## src/hdl/bds_pkg.sv

```systemverilog
// ----------------------------------------------------------------------------
// bds_pkg
// shared types, constants and blend helper of the bilinear downscaler
// ----------------------------------------------------------------------------
package bds_pkg;

    localparam int unsigned NUM_LANES = 4;
    localparam logic [17:0] STEP_MIN  = 18'h10000;
    localparam logic [17:0] STEP_MAX  = 18'h20000;

    typedef logic [31:0] pixel_t;

    // register indexes
    localparam logic [1:0] REG_TARGET_WIDTH  = 2'd0;
    localparam logic [1:0] REG_TARGET_HEIGHT = 2'd1;
    localparam logic [1:0] REG_SCALE_STEP    = 2'd2;

    // lane job handed from control to the blend lanes
    typedef struct packed {
        logic       valid;
        logic       last;
        logic       edge_row;
        logic       use_self;
        logic [7:0] wx;
        logic [7:0] wy;
        logic [10:0] x;
        logic [10:0] y;
    } lane_job_t;

    // one channel of (a*(256-w) + b*w) >> 8
    function automatic logic [7:0] mix8(input logic [7:0] a, input logic [7:0] b,
                                        input logic [7:0] w);
        logic [16:0] acc;
        acc = 17'(a) * (17'd256 - 17'(w)) + 17'(b) * 17'(w);
        return acc[15:8];
    endfunction

endpackage

```

## src/hdl/bds_lane.sv

```systemverilog
// ----------------------------------------------------------------------------
// bds_lane
// one channel: vertical blend, register, horizontal blend
// ----------------------------------------------------------------------------
module bds_lane
(
    input  logic       clk,
    input  logic       en,
    input  logic [7:0] up,
    input  logic [7:0] cur,
    input  logic [7:0] up_left,
    input  logic [7:0] left,
    input  bds_pkg::lane_job_t job,
    output logic [7:0] result
);

    logic [7:0] vr_reg, vl_reg;
    logic [7:0] vr_next, vl_next;

    // bottom edge rows take the current row directly
    always_comb
    begin
        if (job.edge_row)
        begin
            vr_next = cur;
            vl_next = job.use_self ? cur : left;
        end
        else
        begin
            vr_next = bds_pkg::mix8(up, cur, job.wy);
            vl_next = job.use_self ? vr_next : bds_pkg::mix8(up_left, left, job.wy);
        end
    end

    always_ff @(posedge clk)
    begin
        if (en)
        begin
            vr_reg <= vr_next;
            vl_reg <= vl_next;
        end
    end

    logic [7:0] wx_reg;
    always_ff @(posedge clk)
    begin
        if (en)
            wx_reg <= job.wx;
    end

    assign result = bds_pkg::mix8(vl_reg, vr_reg, wx_reg);

endmodule

```

## config.mk

```make
export PLATFORM = sky130hd
export DESIGN_NAME = bds_lane
export DESIGN_NICKNAME = d
export VERILOG_FILES = /design/src/hdl/bds_pkg.sv /design/src/hdl/bds_lane.sv
export SDC_FILE = /design/constraint.sdc
export NUM_CORES = 1
export LEC_CHECK = 0
export BUFFER_PORTS_ARGS = -buffer_cell sky130_fd_sc_hd__buf_4
export CAP_MARGIN = 5
export CELL_PAD_IN_SITES_DETAIL_PLACEMENT = 0
export CELL_PAD_IN_SITES_GLOBAL_PLACEMENT = 1
export CORE_UTILIZATION = 50
export CTS_BUF_LIST = sky130_fd_sc_hd__clkbuf_8 sky130_fd_sc_hd__clkbuf_16
export DETAILED_ROUTE_END_ITERATION = 7
export GPL_ROUTABILITY_DRIVEN = 0
export HOLD_SLACK_MARGIN = 0.12
export PLACE_DENSITY = 0.94
export SLEW_MARGIN = 20
export SYNTH_ARGS = -nofsm -noshare
export SYNTH_HDL_FRONTEND = slang
export SYNTH_SLANG_ARGS = --single-unit
```

## constraint.sdc

```tcl
create_clock -name clk -period 8.8 [get_ports clk]
set_input_delay 0.88 -clock clk [delete_from_list [all_inputs] [get_ports clk]]
set_output_delay 0.88 -clock clk [all_outputs]
set_load 0.05 [all_outputs]
```

==> impl_metrics.yaml, run 1 <==
placed_design:
  io_buffers: 59
  dp_hpwl_mm: 26.18
logic_synthesis:
  syn-num-nets: 2167
  synthFlopType: "edfxtp_1"
  yosys_register_bits: 24
  synth_warnings: 0
  synthCells: 1601
  ys_types: 43
  syn_area_per_cell_um2: 8.999
  synth_edf_count: 24
  netlist_area_um2: 14410
  synth_seq_area_share_pct: 5.002
  synthArstFlopShare_pct: 0
global_routing:
  grt_overflow: 0
  grt.total_usage_pct: 23.55
  grt_max_degree: 32
  grt_pass1_wl_mm: 54.76
  grt_pass1_vias: 11310
  antenna_found_initial: 0
die:
  core_area_um2: 28090
  std_cell_rows: 61
  dieArea_um2: 29500
  pin_count: 84
  die_h_um: 171.8
  dieWidth_um: 171.8
  start_util_pct: 51.30
finish:
  antennaDiodeCount: 0
  syn2layout_area_growth_pct: 6.383
  drive_gt1_share_pct: 5.980
  multi_input_area_um2: 11810
  nNetsFinal: 2189
  final_cell_mix: "438 x inv_1, 300 x fa_1, 226 x and2_1, 192 x nand2_1, 190 x ha_1"
  seq_area_um2: 720.7
  nFillCells: 2571
  finish.utilization_pct: 54.57
  layout_commonest_cell: "inv_1"
critical_path:
  critical_path.endpoint_type: "register"
  path_max_fanout: 18
  cpPeakStageDelay_ns: 0.82
  worst-endpoint-arrival_ns: 8.12
  worst_ep_required_time_ns: 8.81
  crit_path_start_kind: "input pin"
  crit_path_frequent_cell: "fa_1"
  crit_type: "in -> reg"
  cpMaxStageDelayCell: "xnor2_1"
timing:
  period_share_pct: 92.22
  slew_headroom_pct: 25.18
  report.final.slew_viol_count: 0
  finalSetupViolCount: 0
  finalHoldViolations: 0
  worst_pin_slew_ns: 1.114
  min_period_ns: 8.115
  rsz0062_at_grt: "no"
  fmax_mhz: 123.2
  fin_setup_tns_ns: 0
detailed_routing:
  postRouteWirelength_mm: 30.93
  antenna_left: 0
  vias: 10280
  firstDrtPassIters: 5
  drt-vias-per-instance: 5.140
  dr.first_iter.drc_count: 670
  route.detailed.drc: 0
  wl_per_cell_um: 15.46
outcome:
  status: "complete, no violations"
clock_tree:
  postCtsSetupBuffers: 0
  clockBufferDepth: 2
  clkTransAtPathRegs_ns: 0.07
  post_cts_resized: 0
  clock_sinks: 24
  holdBufCountCts: 0
  cts-root-buf: "clkbuf_16"
  cts_tree: "done"
  h-tree-depth: 1
  numCtsBuffers: 3
worst_hold_path:
  hold_path.class: "in -> reg"
  hold_depth: 1
run:
  cap_viol_max_count: 0
==> metal layers <==
layer  vias up  share of wire [%]  track usage (%)  wire, um
met5         -                  0                0         0
met2       362                 48            40.45     14780
met1      5156                 43            32.27     13440
met3        35                7.2            3.083      2217
li1       4727                  -                -         -
met4         0                1.6            3.732       482
==> cell usage after synthesis, types with 2 or more instances <==
library cell  instances  area (um2)
inv_1               438        1644
fa_1                300        6006
and2_1              226        1414
nand2_1             192       720.7
ha_1                190        2377
clkbuf_1             53       198.9
xnor2_1              38       332.8
edfxtp_1             24       720.7
xor2_1               14       122.6
nor2_1               13       48.80
o21ai_0              11       55.05
nor3_1               10       50.05
a21oi_1               9       45.04
a21o_1                7       52.55
mux2_2                7       78.83
a31oi_1               6       37.54
nand2b_1              6       37.54
nand3_1               6       30.03
buf_1                 5       18.77
nand4_1               5       31.28
o211ai_1              5       37.54
mux4_2                4       90.09
or3_1                 4       25.02
a22oi_1               3       22.52
a31o_2                2       17.52
and3_1                2       12.51
nor4_1                2       12.51
o21a_1                2       15.01
o21ai_1               2       10.01
o221ai_1              2       17.52
==> stage by stage <==
step                instances  hold WS, ns  area, um2  setup WS [ns]
floorplan                1601       0.9789      14410         0.7725
detailed placement       1996        1.059      15220         0.4147
global route             2000       0.7862      15330         0.2941
global placement         1996        1.058      15220         0.5235
CTS                      2000       0.7845      15330         0.6871
finish                   2000       0.7867      15330         0.6850
==> worst max-delay path: cells and delay by family <==
| family | cells | cell delay (ns) |
|---|---|---|
| adders and majority gates | 8 | 3.43 |
| AOI/OAI and AO/OA | 4 | 1.03 |
| xor gates and xnor gates | 2 | 0.98 |
| buffers and inverters | 6 | 0.74 |
| and+or+nand+nor | 4 | 0.59 |
| muxes | 1 | 0.45 |
==> final cells by class <==
class,count,area share [%]
Clock buffer,3,0.4898
Timing Repair Buffer,76,3.722
Tap cell,378,3.086
Sequential cell,24,4.702
Multi-Input combinational cell,1080,77.08
Clock inverter,1,0.1959
Inverter,438,10.73
==> path summary, 6_finish.rpt <==
| kind | startpoint | endpoint |
|---|---|---|
| max | job[23] | vl_reg[5]$_DFFE_PP_ |
| min | job[32] | wx_reg[2]$_DFFE_PP_ |
==> kinds of logic (layout without fill, tap and decap cells) <==
family          count (synthesis)  after routing  share of synthesized area, %
mux                            11             11                         1.172
compound gates                 54             54                         2.449
fa+ha+maj                     490            490                         58.18
buf+inv                       497            518                         13.00
flops                          24             24                         5.002
xor+xnor                       52             52                         3.161
simple gates                  473            473                         17.03
Power of run 1 is left out: the tool's default activity adds up to more than one toggle a clock period on the data nets, which glitch-free logic cannot reach.
==> inputs of run 2 (changes only) <==
Settings changed: MAX_ROUTING_LAYER set to met4.
==> run 2 against run 1 <==
Against the previous run:
- critical path type unchanged
- critical path depth decreased by 2
- fmax increased by 0.14%
- first-iteration DRC count decreased by 1.0%
- routed wire length increased by 0.15%
- utilization unchanged
- non-clock buffer count unchanged
- via count decreased by 0.25%
- global-route usage increased by 0.71 points
- hold slack got worse by 0.00092 ns
- cell count unchanged
==> impl_metrics.yaml, run 2 (synthesis results as in run 1) <==
global_routing:
  grt_overflow: 0
  antenna_found_initial: 0
  grt.total_usage_pct: 24.26
  grt_pass1_vias: 11310
  grt_max_degree: 32
  grt_pass1_wl_mm: 54.75
clock_tree:
  clockBufferDepth: 2
  holdBufCountCts: 0
  postCtsSetupBuffers: 0
  clock_sinks: 24
  cts-root-buf: "clkbuf_16"
  clkTransAtPathRegs_ns: 0.07
  cts_tree: "done"
  numCtsBuffers: 3
  h-tree-depth: 1
  post_cts_resized: 0
worst_hold_path:
  hp-start: "job[32]"
  hold_depth: 1
  hold_path.class: "in -> reg"
  worstHoldEndpoint: "wx_reg[2]$_DFFE_PP_"
critical_path:
  cpMaxStageDelayCell: "xnor2_1"
  path_max_fanout: 18
  crit_path_cell_trace: "buf_4, inv_1, ha_1, or3b_2, nor3_1, xnor2_1, nand2_1, fa_1, fa_1, fa_1, inv_1, fa_1, fa_1, inv_1, fa_1, inv_1, ha_1, a21o_1, a221o_1, and4_4, or3_1, and2_0, mux4_2"
  worst_ep_required_time_ns: 8.81
  cpPeakStageDelay_ns: 0.83
  crit_path_frequent_cell: "fa_1"
  critical_path.endpoint_type: "register"
  crit_family: "adder cells"
  crit_type: "in -> reg"
  crit_buf_inv: 5
  worst-endpoint-arrival_ns: 8.11
  crit_path_start_kind: "input pin"
  cp.depth: 23
finish:
  nFillCells: 2571
  syn2layout_area_growth_pct: 6.383
  antennaDiodeCount: 0
  drive_gt1_share_pct: 5.980
  finish.utilization_pct: 54.57
  layout_commonest_cell: "inv_1"
  nNetsFinal: 2189
  final_cell_mix: "438 x inv_1, 300 x fa_1, 226 x and2_1, 192 x nand2_1, 190 x ha_1"
placed_design:
  io_buffers: 59
  dp_hpwl_mm: 26.18
  dp_slack_ns: 0.4147
timing:
  worst_slack_ns: 0.6964
  period_share_pct: 92.09
  worst_pin_slew_ns: 1.106
  finalHoldViolations: 0
  report.final.slew_viol_count: 0
  slew_headroom_pct: 25.77
  fin_setup_tns_ns: 0
  finalSetupViolCount: 0
  rsz0062_at_grt: "no"
  min_period_ns: 8.104
  timing.hold.ws_ns: 0.7858
  fmax_mhz: 123.4
die:
  std_cell_rows: 61
  dieArea_um2: 29500
  die_h_um: 171.8
  start_util_pct: 51.30
  dieWidth_um: 171.8
  pin_count: 84
  core_area_um2: 28090
detailed_routing:
  dr.first_iter.drc_count: 663
  drt-vias-per-instance: 5.127
  antenna_left: 0
  route.detailed.drc: 0
  vias: 10250
  postRouteWirelength_mm: 30.97
  wl_per_cell_um: 15.49
  firstDrtPassIters: 6
run:
  cap_viol_max_count: 0
outcome:
  status: "complete, no violations"
[run 2: cell counts in the layout (fill, tap and decap cells not counted)]
Identical to the previous run, type by type.
[run 2: per-stage QoR]
stage / cell area [um2] / instances
2_1_floorplan: 14410 / 1601
3_3_place_gp: 15220 / 1996
3_5_place_dp: 15220 / 1996
4_1_cts: 15330 / 2000
5_1_grt: 15330 / 2000
6_report: 15330 / 2000
[run 2: cell type report]
cell class              count  area (um2)  area share (%)
flip-flops and latches     24       720.7           4.702
multi-input cells        1080       11810           77.08
clock buffers               3       75.07          0.4898
inverters                 438        1644           10.73
repair buffers             76       570.5           3.722
clock inverters             1       30.03          0.1959
well taps                 378       473.0           3.086
[run 2: how the worst max path moves through the flow]
stage                         from                   to  slack [ns]
6_report                   job[23]  vl_reg[6]$_DFFE_PP_        0.70
3_5_place_dp               job[23]  vl_reg[6]$_DFFE_PP_        0.41
3_3_place_gp               job[23]  vl_reg[6]$_DFFE_PP_        0.52
2_1_floorplan              job[22]  vl_reg[6]$_DFFE_PP_        0.77
5_1_grt        wx_reg[1]$_DFFE_PP_            result[7]        0.29
4_1_cts                    job[23]  vl_reg[6]$_DFFE_PP_        0.69
[run 2: routing by layer]
layer,track usage (%),vias to the layer above,wire [um]
li1,-,4724,-
met1,32.38,5165,13490
met2,40.45,334,14850
met3,2.945,31,2176
met4,3.732,0,450
met5,-,-,0
Power of run 2 is left out for the same reason.
